### src/ghi_pkg.sv
// Package for the generalized histogram intersection kernel accumulator.
// Holds payload types, register indexes, the exp2 table and sizes.
// No dependencies.
`timescale 1ns / 1ps
`default_nettype none
package ghi_pkg;

   typedef struct packed {
      logic signed [31:0] x_value;
      logic signed [31:0] y_value;
      logic               last_term;
   } req_type;

   typedef struct packed {
      logic [47:0] kernel_value;
      logic        saturated;
   } rsp_type;

   localparam int CSR_ADDR_W = 1;
   localparam int CSR_DATA_W = 16;
   localparam logic [CSR_ADDR_W-1:0] REG_POWER_ALPHA = 1'd0;
   localparam logic [CSR_ADDR_W-1:0] REG_POWER_BETA  = 1'd1;
   localparam logic [15:0] POWER_RESET = 16'd4096;

   localparam int FIFO_DEPTH = 4;
   localparam int FIFO_AW = $clog2(FIFO_DEPTH);

   localparam logic [47:0] SUM_MAX = 48'hFFFF_FFFF_FFFF;

   typedef enum logic [2:0] {
      ST_IDLE, ST_LOG, ST_MUL, ST_EXP, ST_SUM
   } pow_state_type;

   function automatic logic [31:0] exp_tab(input logic [3:0] k);
      case (k)
         4'd0:    exp_tab = 32'd1518500250;
         4'd1:    exp_tab = 32'd1276901417;
         4'd2:    exp_tab = 32'd1170923762;
         4'd3:    exp_tab = 32'd1121280436;
         4'd4:    exp_tab = 32'd1097253708;
         4'd5:    exp_tab = 32'd1085434106;
         4'd6:    exp_tab = 32'd1079572136;
         4'd7:    exp_tab = 32'd1076653033;
         4'd8:    exp_tab = 32'd1075196443;
         4'd9:    exp_tab = 32'd1074468888;
         4'd10:   exp_tab = 32'd1074105294;
         4'd11:   exp_tab = 32'd1073923544;
         4'd12:   exp_tab = 32'd1073832680;
         4'd13:   exp_tab = 32'd1073787251;
         4'd14:   exp_tab = 32'd1073764537;
         default: exp_tab = 32'd1073753181;
      endcase
   endfunction

endpackage
`default_nettype wire

### src/ghi_front.sv
// Front end: accepts pairs and queues them toward the power units.
// Depends on ghi_pkg.
`timescale 1ns / 1ps
`default_nettype none
module ghi_front (
   input  wire logic           clock,
   input  wire logic           reset,
   input  wire logic           req_push,
   output logic                req_full,
   input  wire ghi_pkg::req_type req_data,
   output logic                q_valid,
   input  wire logic           q_take,
   output ghi_pkg::req_type    q_data
);
   ghi_pkg::req_type mem_ff [ghi_pkg::FIFO_DEPTH];
   logic [ghi_pkg::FIFO_AW-1:0] wp_ff, wp_in, rp_ff, rp_in;
   logic [ghi_pkg::FIFO_AW:0] cnt_ff, cnt_in;
   logic push_ok, take_ok;

   assign req_full = (cnt_ff == (ghi_pkg::FIFO_AW+1)'(ghi_pkg::FIFO_DEPTH));
   assign q_valid  = (cnt_ff != '0);
   assign q_data   = mem_ff[rp_ff];
   assign push_ok  = req_push && !req_full;
   assign take_ok  = q_take && q_valid;

   always_comb begin
      wp_in  = push_ok ? wp_ff + 1'b1 : wp_ff;
      rp_in  = take_ok ? rp_ff + 1'b1 : rp_ff;
      cnt_in = cnt_ff + {{ghi_pkg::FIFO_AW{1'b0}}, push_ok}
                      - {{ghi_pkg::FIFO_AW{1'b0}}, take_ok};
   end

   always_ff @(posedge clock) begin
      if (reset) begin
         wp_ff  <= '0;
         rp_ff  <= '0;
         cnt_ff <= '0;
      end else begin
         wp_ff  <= wp_in;
         rp_ff  <= rp_in;
         cnt_ff <= cnt_in;
      end
      if (push_ok) mem_ff[wp_ff] <= req_data;
   end

`ifndef NO_ASSERTIONS
   a_cnt_range: assert property (@(posedge clock) disable iff (reset)
      cnt_ff <= (ghi_pkg::FIFO_AW+1)'(ghi_pkg::FIFO_DEPTH))
      else $error("queue count overrun");
   a_full_hold: assert property (@(posedge clock) disable iff (reset)
      req_full && !take_ok |=> req_full)
      else $error("full dropped without a take");
   a_empty_hold: assert property (@(posedge clock) disable iff (reset)
      !q_valid && !push_ok |=> !q_valid)
      else $error("queue valid without a push");
`endif
endmodule
`default_nettype wire

### config.mk
export PLATFORM = sky130hd
export DESIGN_NAME = ghi_front
export DESIGN_NICKNAME = d
export VERILOG_FILES = /design/src/ghi_pkg.sv /design/src/ghi_front.sv
export SDC_FILE = /design/constraint.sdc
export NUM_CORES = 1
export LEC_CHECK = 0
export ABC_AREA = 1
export BUFFER_PORTS_ARGS = -buffer_cell sky130_fd_sc_hd__buf_4
export CAP_MARGIN = 10
export CORE_MARGIN = 2
export CORE_UTILIZATION = 52
export DETAILED_ROUTE_END_ITERATION = 10
export GPL_TIMING_DRIVEN = 0
export PLACE_DENSITY = 0.76
export RECOVER_POWER = 100
export SYNTH_ARGS = -nofsm -noshare
export SYNTH_HDL_FRONTEND = slang
export SYNTH_SLANG_ARGS = --single-unit
### constraint.sdc
create_clock -name clock -period 4.1 [get_ports clock]
set_input_delay 0 -clock clock [delete_from_list [all_inputs] [get_ports clock]]
set_output_delay 0 -clock clock [all_outputs]
set_load 0.01 [all_outputs]
* Yosys cells after proc, flatten, opt, wreduce, memory -nomap -nowiden
Memories as Yosys holds them, arrays and structs flattened. A register that Yosys moved wholly into a read port is not among the register bits.
Cells that the tools add are included.
** Operators by class
- $add $sub $neg :: 4
- Multipliers :: 0
- Div/mod/pow operators :: 0
- Order comparisons :: 0
- Equality and inequality tests :: 1
- Shifts and indexed selects :: 0
- Mux-type cells :: 4
- Bitwise logic cells :: 0
- Reduce and logical (&&, ||, !) cells :: 4
** Operators with widths (count)
- 2-bit by 1-bit adder with 2-bit output (second input constant) :: 2
- 2-bit 2-to-1 mux :: 2
- 3-bit by 1-bit adder with 3-bit output :: 1
- 3-bit == test (second input constant) :: 1
- 3-bit nonzero test :: 1
- 3-bit by 1-bit subtractor with 3-bit output :: 1
- 1-bit logical AND :: 2
- 1-bit 2-to-1 mux :: 2
- 1-bit zero test :: 1
** Storage, ports and cells
- Bits in registers :: 7
- Latch bits :: 0
- Memory bits (writable) :: 260
- ROM bits :: 0
- Input port bits :: 69
- Output and inout port bits :: 67
- Logic and storage cells :: 17
- Memories kept :: 1
** Memories
- mem_ff :: depth 4, width 65, read ports 1, clocked after Yosys merged registers in 1, wr ports 1, line ghi_front.sv:15 : ghi_pkg::req_type mem_ff [ghi_pkg::FIFO_DEPTH];

* Depth between registers and ports, before layout
Gate-level depths: netlist of run 1.
- Depth after elaboration :: 5
- Depth in mapped cells :: 10
- Gate-level depth less buffers :: 10

* Worst setup path before layout of run 1
No wires, ideal clock.
- Kind :: register to register
- Start :: register cnt_ff[1] (netlist bit)
- End :: memory mem_ff[0][0] (netlist bit), enable pin
- Setup time :: 488 ps
- Arrival time :: 3450 ps
- Required time :: 3612 ps
- Setup slack :: 162 ps
- Stages on the path, launching flop included :: 5
- Path buffers :: 0
- Period minus slack after synthesis :: 3938 ps
- Cell sequence :: dfxtp_1 nor2_1 nand2_1 nand2_1 nor2_1
** Between the ends
- Word-level cells in the longest chain between the ends :: 5
** Ends and longest elaborated chain
- from (decl) :: line ghi_front.sv:17 : logic [ghi_pkg::FIFO_AW:0] cnt_ff, cnt_in;
- from (signal assigned) :: line ghi_front.sv:41 : cnt_ff <= cnt_in;
- 3-bit == test :: line ghi_front.sv:20 : assign req_full = (cnt_ff == (ghi_pkg::FIFO_AW+1)'(ghi_pkg::FIFO_DEPTH));
- 1-bit zero test :: line ghi_front.sv:23 : assign push_ok = req_push && !req_full;
- 1-bit logical AND :: line ghi_front.sv:23
- 1-bit 2-to-1 mux :: line ghi_front.sv:43 : if (push_ok) mem_ff[wp_ff] <= req_data;
- 1-bit 2-to-1 mux (not written as such) :: line ghi_front.sv:43
- to (decl) :: line ghi_front.sv:15
Every way passes these cells.

==> impl_results.md, run 1 <==
- Dpl ws: 1560 ps
- Cell chain of the critical path: clkbuf_1 > clkinvlp_2 > clkbuf_1 > clkbuf_1 > nor2_1 > o22ai_1 > clkbuf_1
- Crit-path max cell delay: 660 ps
- RSZ-0062 raised after global routing: false
- Gr usage total: 20.4%
- Most instantiated library cell after synthesis: edfxtp_1
- Core area: 0.0196 mm^2
- Max stage delay cell, worst path: clkbuf_1
- Vias per cell: about 5.4
- Layout cells sized above 1: approximately 14%
- Final ANT Viol Nets: 0
- Critical path arrival: 3170 ps
- Synth top cells by count: 260 x edfxtp_1, 123 x nor2_1, 91 x o21ai_0, 45 x o22ai_1, 35 x o21ai_1
- CTS Root Buffer Type: clkbuf_16
- DIE WIDTH: 146 um
- CP startpoint kind: flop
- Num Clock Sinks: 269
- Yosys reg bits: approximately 270
- Top cell type's share of synthesized area: 74.8%
- Hold Crit Start: reset
- Min Clock Period, post-route: 3170 ps
- RR Endpoint: mem_ff[2][36]
- Max Slew Vio Count: 59
- Initial antenna violation count: 0
- DIE AREA: between 0.02 and 0.025 mm^2
- Post-placement cell count: about 1100
- Critical Path End Type: output pin
- RR Startpoint: cnt_ff[1]
- Max FO, Critical Path: 10
- Yosys warns: 0
- Fin cells: roughly 1200
- First-pass GRT wire length: about 34000 um
- Fmax: 316 MHz
- IO Port Bufs: between 100 and 150
- Initial Util: between 50% and 60%
- DR DRC count: 0
- Final setup fails: 0
- Critical Path Most Common Cell: clkbuf_1
- Post-synth top area cell: edfxtp_1
- Critical Path RT: 4100 ps
- CP Buf/Inv Count: 5
- Netlist cell types: 23
- Final std cell area, no fill: 0.0129 mm^2
- Worst skew pair latency: 540 ps
- Synth Flop Type: edfxtp_1
- Number of buffers created by CTS: 27
- 1st-pass router iterations: 5
- Wire per inst: 18.1 um
- Clock-pin slew on the worst setup and hold paths: 60 ps
- Asr flop ratio synth: 0%
- Crit Path Class: reg -> out
- PwrDens: 589 mW/mm^2
- Synth top area cells: edfxtp_1 75%, nor2_1 4.4%, o21ai_0 4.4%, o22ai_1 2.7%, o22ai_2 2.4%
- Worst-case setup margin in the final layout: 932 ps
- Relative max-transition margin: -32.2%
- Placed cell area: 0.0120 mm^2
- Final period util: 77.3%
- Seq/Total Area, Yosys: roughly 77%
- Global route overflow: 0
- IO Count: approximately 140
- R2R depth: 5
- Net count reported at finish: 1011
- Cells after Synth: between 600 and 700
- Flop-to-flop setup slack: 1120 ps
- Failing checks: capacitance limit, slew limit
- TritonCTS clock tree: done
- Number of cell rows: 51
- HP Class: in -> reg
- Largest net degree at the start of global routing: 29
- Hold depth: 3
- CP top delay family: buffers and inverters
- Iteration-0 DRC Markers: 448
- Final HPWL from detailed placement: 13700 um
- Max VDD drop: 0.392 mV
- EDFF count, synth: between 200 and 300
- Die height: 146 um
- LEAKAGE: between 4 and 5 nW
- Syn Area/Cell: 15.0 um^2
- TNS Setup: 0 ps
- Outcome: finished with violations
- Final wirelength: 22100 um
- Clock Skew: 9.62 ps
- Placer Congestion: slightly below 0.7
- Max_cap viols: 3
- Vias: about 6600
- Min Hold Slack: ~180 ps
- Synthesized Nets: 771
- Synthesis-to-finish area growth: 24.1%
- H-tree depth: 1
- WP depth: 7
- Worst Tran Pin Value: 1980 ps
- Post-CTS Setup Bufs: 0
- Hold Fails Final Rpt: 0
- Hold endpoint: cnt_ff[1]
- CTS Buffer Depth: 3
- Vias in the first global route: 6588
- Mapped cell area: around 0.010 mm^2
==> layer usage <==
layer / part of all wire [%] / vias to the layer above / global-route usage [%]
met2: 51 / 250 / 35.5
met1: 40 / 3211 / 26.3
met3: 7.2 / 44 / 4.14
met4: 1.9 / 0 / 5.78
met5: 0 / - / 0
li1: - / 3085 / -
==> through the flow <==
stage,total power [mW],util [%]
final,7.63,66.1
after CTS,7.91,68.8
after detailed placement,5.63,61.2
after floorplan,4.67,-
after global placement,5.57,60.1
after global routing,7.99,66.1
==> cell families (layout without fill, tap and decap cells) <==
group / after synthesis / in the layout / share of synthesized area, %
adder cells (fa/ha/maj): 7 / 7 / 0.911
AND/OR/NAND/NOR: 158 / 158 / 7.16
AO/OA/AOI/OAI: 202 / 202 / 11.9
flip-flops: 269 / 269 / 76.6
buffers and inverters: 59 / 319 / 3.47
other: 0 / 1 / 0
==> placed cells by master (no fill, tap or decap), drive strengths merged <==
cell type	count
nor2	143
clkbuf	165
buf	57
fa	1
o22ai	65
dfxtp	9
o21ai	131
nand2	12
a21oi	4
inv	18
dlygate4sd3	68
nand3	3
a21boi	2
clkinvlp	1
diode	1
edfxtp	260
ha	6
clkinv	10
==> where the power goes <==
group | internal, mW | switching, mW
combinational | 0.710 | 1.25
sequential | 3.35 | 0.0797
clock | 1.27 | 0.968
==> what timing repair did <==
action                    in CTS  in global routing
hold endpoints to repair     269                  0
gates resized for setup        0                  0
hold buffers                  68                  0
==> worst min-delay path, stage by stage <==
cell,delay (ps)
dlygate4sd3_1,530
buf_4,110
nor2_1,30
==> sequential cells by signal, summed over array words and instances, names as in the netlist, named ones only <==
name    count
wp_ff       2
mem_ff    260
cnt_ff      3
rp_ff       2
==> worst max-delay path by stage <==
stage | startpoint | end | slack (ps)
floorplan | cnt_ff[1] | mem_ff[0][0] | 160
global placement | cnt_ff[1] | mem_ff[3][53] | -1990
detailed placement | cnt_ff[1] | mem_ff[1][46] | 1560
CTS | cnt_ff[1] | mem_ff[1][55] | 1550
global route | flop | q_data[21] | 700
finish | flop | q_data[23] | 930
==> area by class of cell <==
type,count,area (um^2)
Timing Repair Buffer,211,1460
Clock inverter,12,70.1
Antenna cell,1,2.50
Multi-Input combinational cell,367,2060
Inverter,17,65.1
Fill cell,1491,6640
Sequential cell,269,7990
Tap cell,265,332
Clock buffer,37,743
Buffer,42,231
Power figures use the tool's default switching activity.
==> run 2, diff against run 1 <==
Settings changed: ABC_AREA 1 to 0, CORE_UTILIZATION 52 to 51, PLACE_DENSITY 0.76 to 0.75.
Clock period 4.1 ns to 2.7 ns, I/O delays scaled along.
==> run 2 against run 1 <==
Against the previous run:
- the flow now finishes without violations
- final cell count fell by 26%
- largest power group unchanged
- core utilization fell by 1.2 points
- critical path type is now reg -> reg
- count of clock-buffer cells in the layout unchanged
- die area shrank 3.2%
- clock skew down 1.6 ps
- non-clock buffer count shrank 31
- power up 46%
- sequential share of layout area grew 3.5 points
==> impl_results.md, run 2 <==
- Fmax: 406 MHz
- Worst setup path startpoint: cnt_ff[1]
- RSZ-0062 raised after global routing: false
- M2 GR Usage: around 30%
- TritonCTS clock tree: done
- Mapped cell area: approximately 0.01 mm^2
- Placed cell area: 0.0113 mm^2
- DR DRC count: 0
- Synth Flop Type: edfxtp_1
- Commonest non-fill, non-tap cell in the layout: edfxtp_1
- Hold Fails Final Rpt: 0
- Gr usage total: 17.6%
- Initial Util: approximately 52%
- Iteration-0 DRC Markers: 221
- Most frequent cells in the layout: 260 x edfxtp_1, 135 x clkbuf_1, 69 x dlygate4sd3_1
- Antenna Cells: 0
- Outcome: finished clean
- P_sw: 2.91 mW
- Met1 usage: between 20% and 30%
- CTS Root Buffer Type: clkbuf_16
- Top cell type's share of synthesized area: 78.9%
- DIE AREA: 0.0205 mm^2
- Worst Tran Pin Value: 815 ps
- Max_cap viols: 0
- Met3 GRT Util: 3.89%
- Vias: 4741
- H-tree depth: 1
- Worst skew pair latency: about 510 ps
- Largest regs: mem_ff (260), cnt_ff (3)
- CP startpoint kind: flop
- Worst-case setup margin in the final layout: ~240 ps
- Clock power frac: between 30% and 40%
- Vias per cell: approximately 5.2
- Syn Area/Cell: 25.5 um^2
- Die height: 143 um
- IO Port Bufs: 134
- Min Clock Period, post-route: 2460 ps
- Num Clock Sinks: 269
- Placer Congestion: 0.747
- Most instantiated library cell after synthesis: edfxtp_1
- Synthesized Nets: 464
- Post-placement cell count: ~790
- Sequential power share: 46.5%
- First-pass GRT wire length: ~28000 um
- CTS Buffer Depth: 3
- Most Crowded Layer GR: met2
- Netlist cell types: 25
- Final setup fails: 0
- Internal: 8.26 mW
- Layout cells sized above 1: 20.4%
- Post-synth top area cell: edfxtp_1
- Cells after Synth: 388
- Asr flop ratio synth: 0%
- Overall power: approximately 11 mW
- DIE WIDTH: 143 um
- Hold Crit Start: req_data[30]
- EDFF count, synth: 260
- Critical path arrival: about 2900 ps
- Largest net degree at the start of global routing: 45
- Max FO, Critical Path: 7
- Number of cell rows: 50
- Max Slew Vio Count: 0
- Synthesis-to-finish area growth: 23.9%
- Final wirelength: ~18000 um
- Number of buffers created by CTS: 28
- Seq/Total Area, Yosys: approximately four fifths
- Yosys reg bits: approximately 270
- Synth top cells by count: 260 x edfxtp_1, 65 x mux4_2, 9 x dfxtp_1
- Final std cell area, no fill: about 0.012 mm^2
- Switching portion of total power: approximately a quarter
- Initial antenna violation count: 0
- HP Class: in -> reg
- Clock-pin slew on the worst setup and hold paths: around 60 ps
- Crit Path Class: reg -> reg
- Critical Path End Type: flop
- Max VDD drop: 0.619 mV
- IO Count: about 140
- LEAKAGE: 3.93 nW
- Vias in the first global route: 5223
- Core area: 0.0189 mm^2
- Dpl ws: 132 ps
- RR Startpoint: cnt_ff[1]
- Critical Path RT: about 3100 ps
- Final ANT Viol Nets: 0
- Wire per inst: 19.9 um
- Yosys warns: 0
- Global route overflow: 0
- Fin cells: 906
- Net count reported at finish: 701
- Clock Skew: between 8 and 9 ps
- Combinational share of power: roughly 22%
- PwrDens: just over 900 mW/mm^2
- 1st-pass router iterations: 4
- Synth top area cells: edfxtp_1 79%, mux4_2 15%, dfxtp_1 1.8%, buf_12 1.0%, ha_1 0.76%
- Most flop-heavy register: mem_ff
- Final HPWL from detailed placement: around 11000 um
- Min Hold Slack: 280 ps
- Final period util: just over 90%
- Max reg flops: 260
- Relative max-transition margin: 45.7%
-- run 2: cell types whose count changed after synthesis, moves of 15 or more --
cell and change:
clkbuf_1 -15, o21ai_1 -35, o22ai_1 -45, mux4_2 +65, nor2_1 -117, o22ai_2 -20
o21ai_0 -90, nor2_4 -20
-- run 2: logic make-up after synthesis --
| family | synth area share [%] |
|---|---|
| flip-flops | 80.7 |
| multiplexers | 14.9 |
| buffers and inverters | 1.81 |
| AND/OR/NAND/NOR | 1.04 |
| adder cells (fa/ha/maj) | 0.961 |
| AO/OA/AOI/OAI | 0.278 |
| XOR/XNOR | 0.266 |
-- run 2: worst max-delay path, cell delays in order, from the launching register on --
cell and delay, ps:
dfxtp_1 480, nor3b_2 130, nor2_2 260, inv_1 80
ha_1 300, inv_1 60, ha_1 130, inv_1 50
fa_1 370, xor2_1 160, and2_0 160, nor3_1 180
-- run 2: timing repair --
item | in CTS | in global routing
endpoints found under the hold margin | 268 | 0
endpoints found under the setup margin | 0 | 1
hold buffers | 69 | 0
resized for setup | 0 | 1
buffers inserted | 0 | 0
-- run 2: worst paths after layout --
kind	endpoint	slack (ps)	cells past startpoint
worst min register to register	wp_ff[0]	560	2
worst max-delay path	cnt_ff[2]	240	11
worst max register to register	cnt_ff[2]	240	11
worst min-delay path	mem_ff[0][30]	280	2
-- run 2: per-stage QoR --
stage	setup TNS [ps]	utilization [%]
finish	0	64.9
global route	0	64.9
CTS	0	68.1
detailed placement	0	60.0
global placement	-8680	59.4
floorplan	0	-
-- run 2: routing by layer --
metal / up-vias / part of all wire [%]
met5: - / 0
met4: 0 / 0.70
met3: 10 / 6.2
met2: 153 / 52
met1: 2458 / 41
li1: 2120 / -
-- run 2: layout make-up --
class                      count  area (um^2)
sequential                   269         7990
fill                        1361         6640
multi-input combinational     98         1730
timing repair buffer         207         1270
clock buffer                  37          756
tap                          260          325
clock inverter                14         85.1
buffer                        15         75.1
inverter                       6         22.5
-- run 2: power groups by stage --
| stage | registers (mW) | logic, mW | clock network [mW] |
|---|---|---|---|
| 2_1_floorplan | 5.24 | 1.77 | 0 |
| 3_3_place_gp | 5.27 | 2.90 | 0 |
| 3_5_place_dp | 5.28 | 3.02 | 0 |
| 4_1_cts | 5.20 | 3.12 | 3.55 |
| 5_1_grt | 5.23 | 2.73 | 3.71 |
| 6_report | 5.20 | 2.50 | 3.47 |
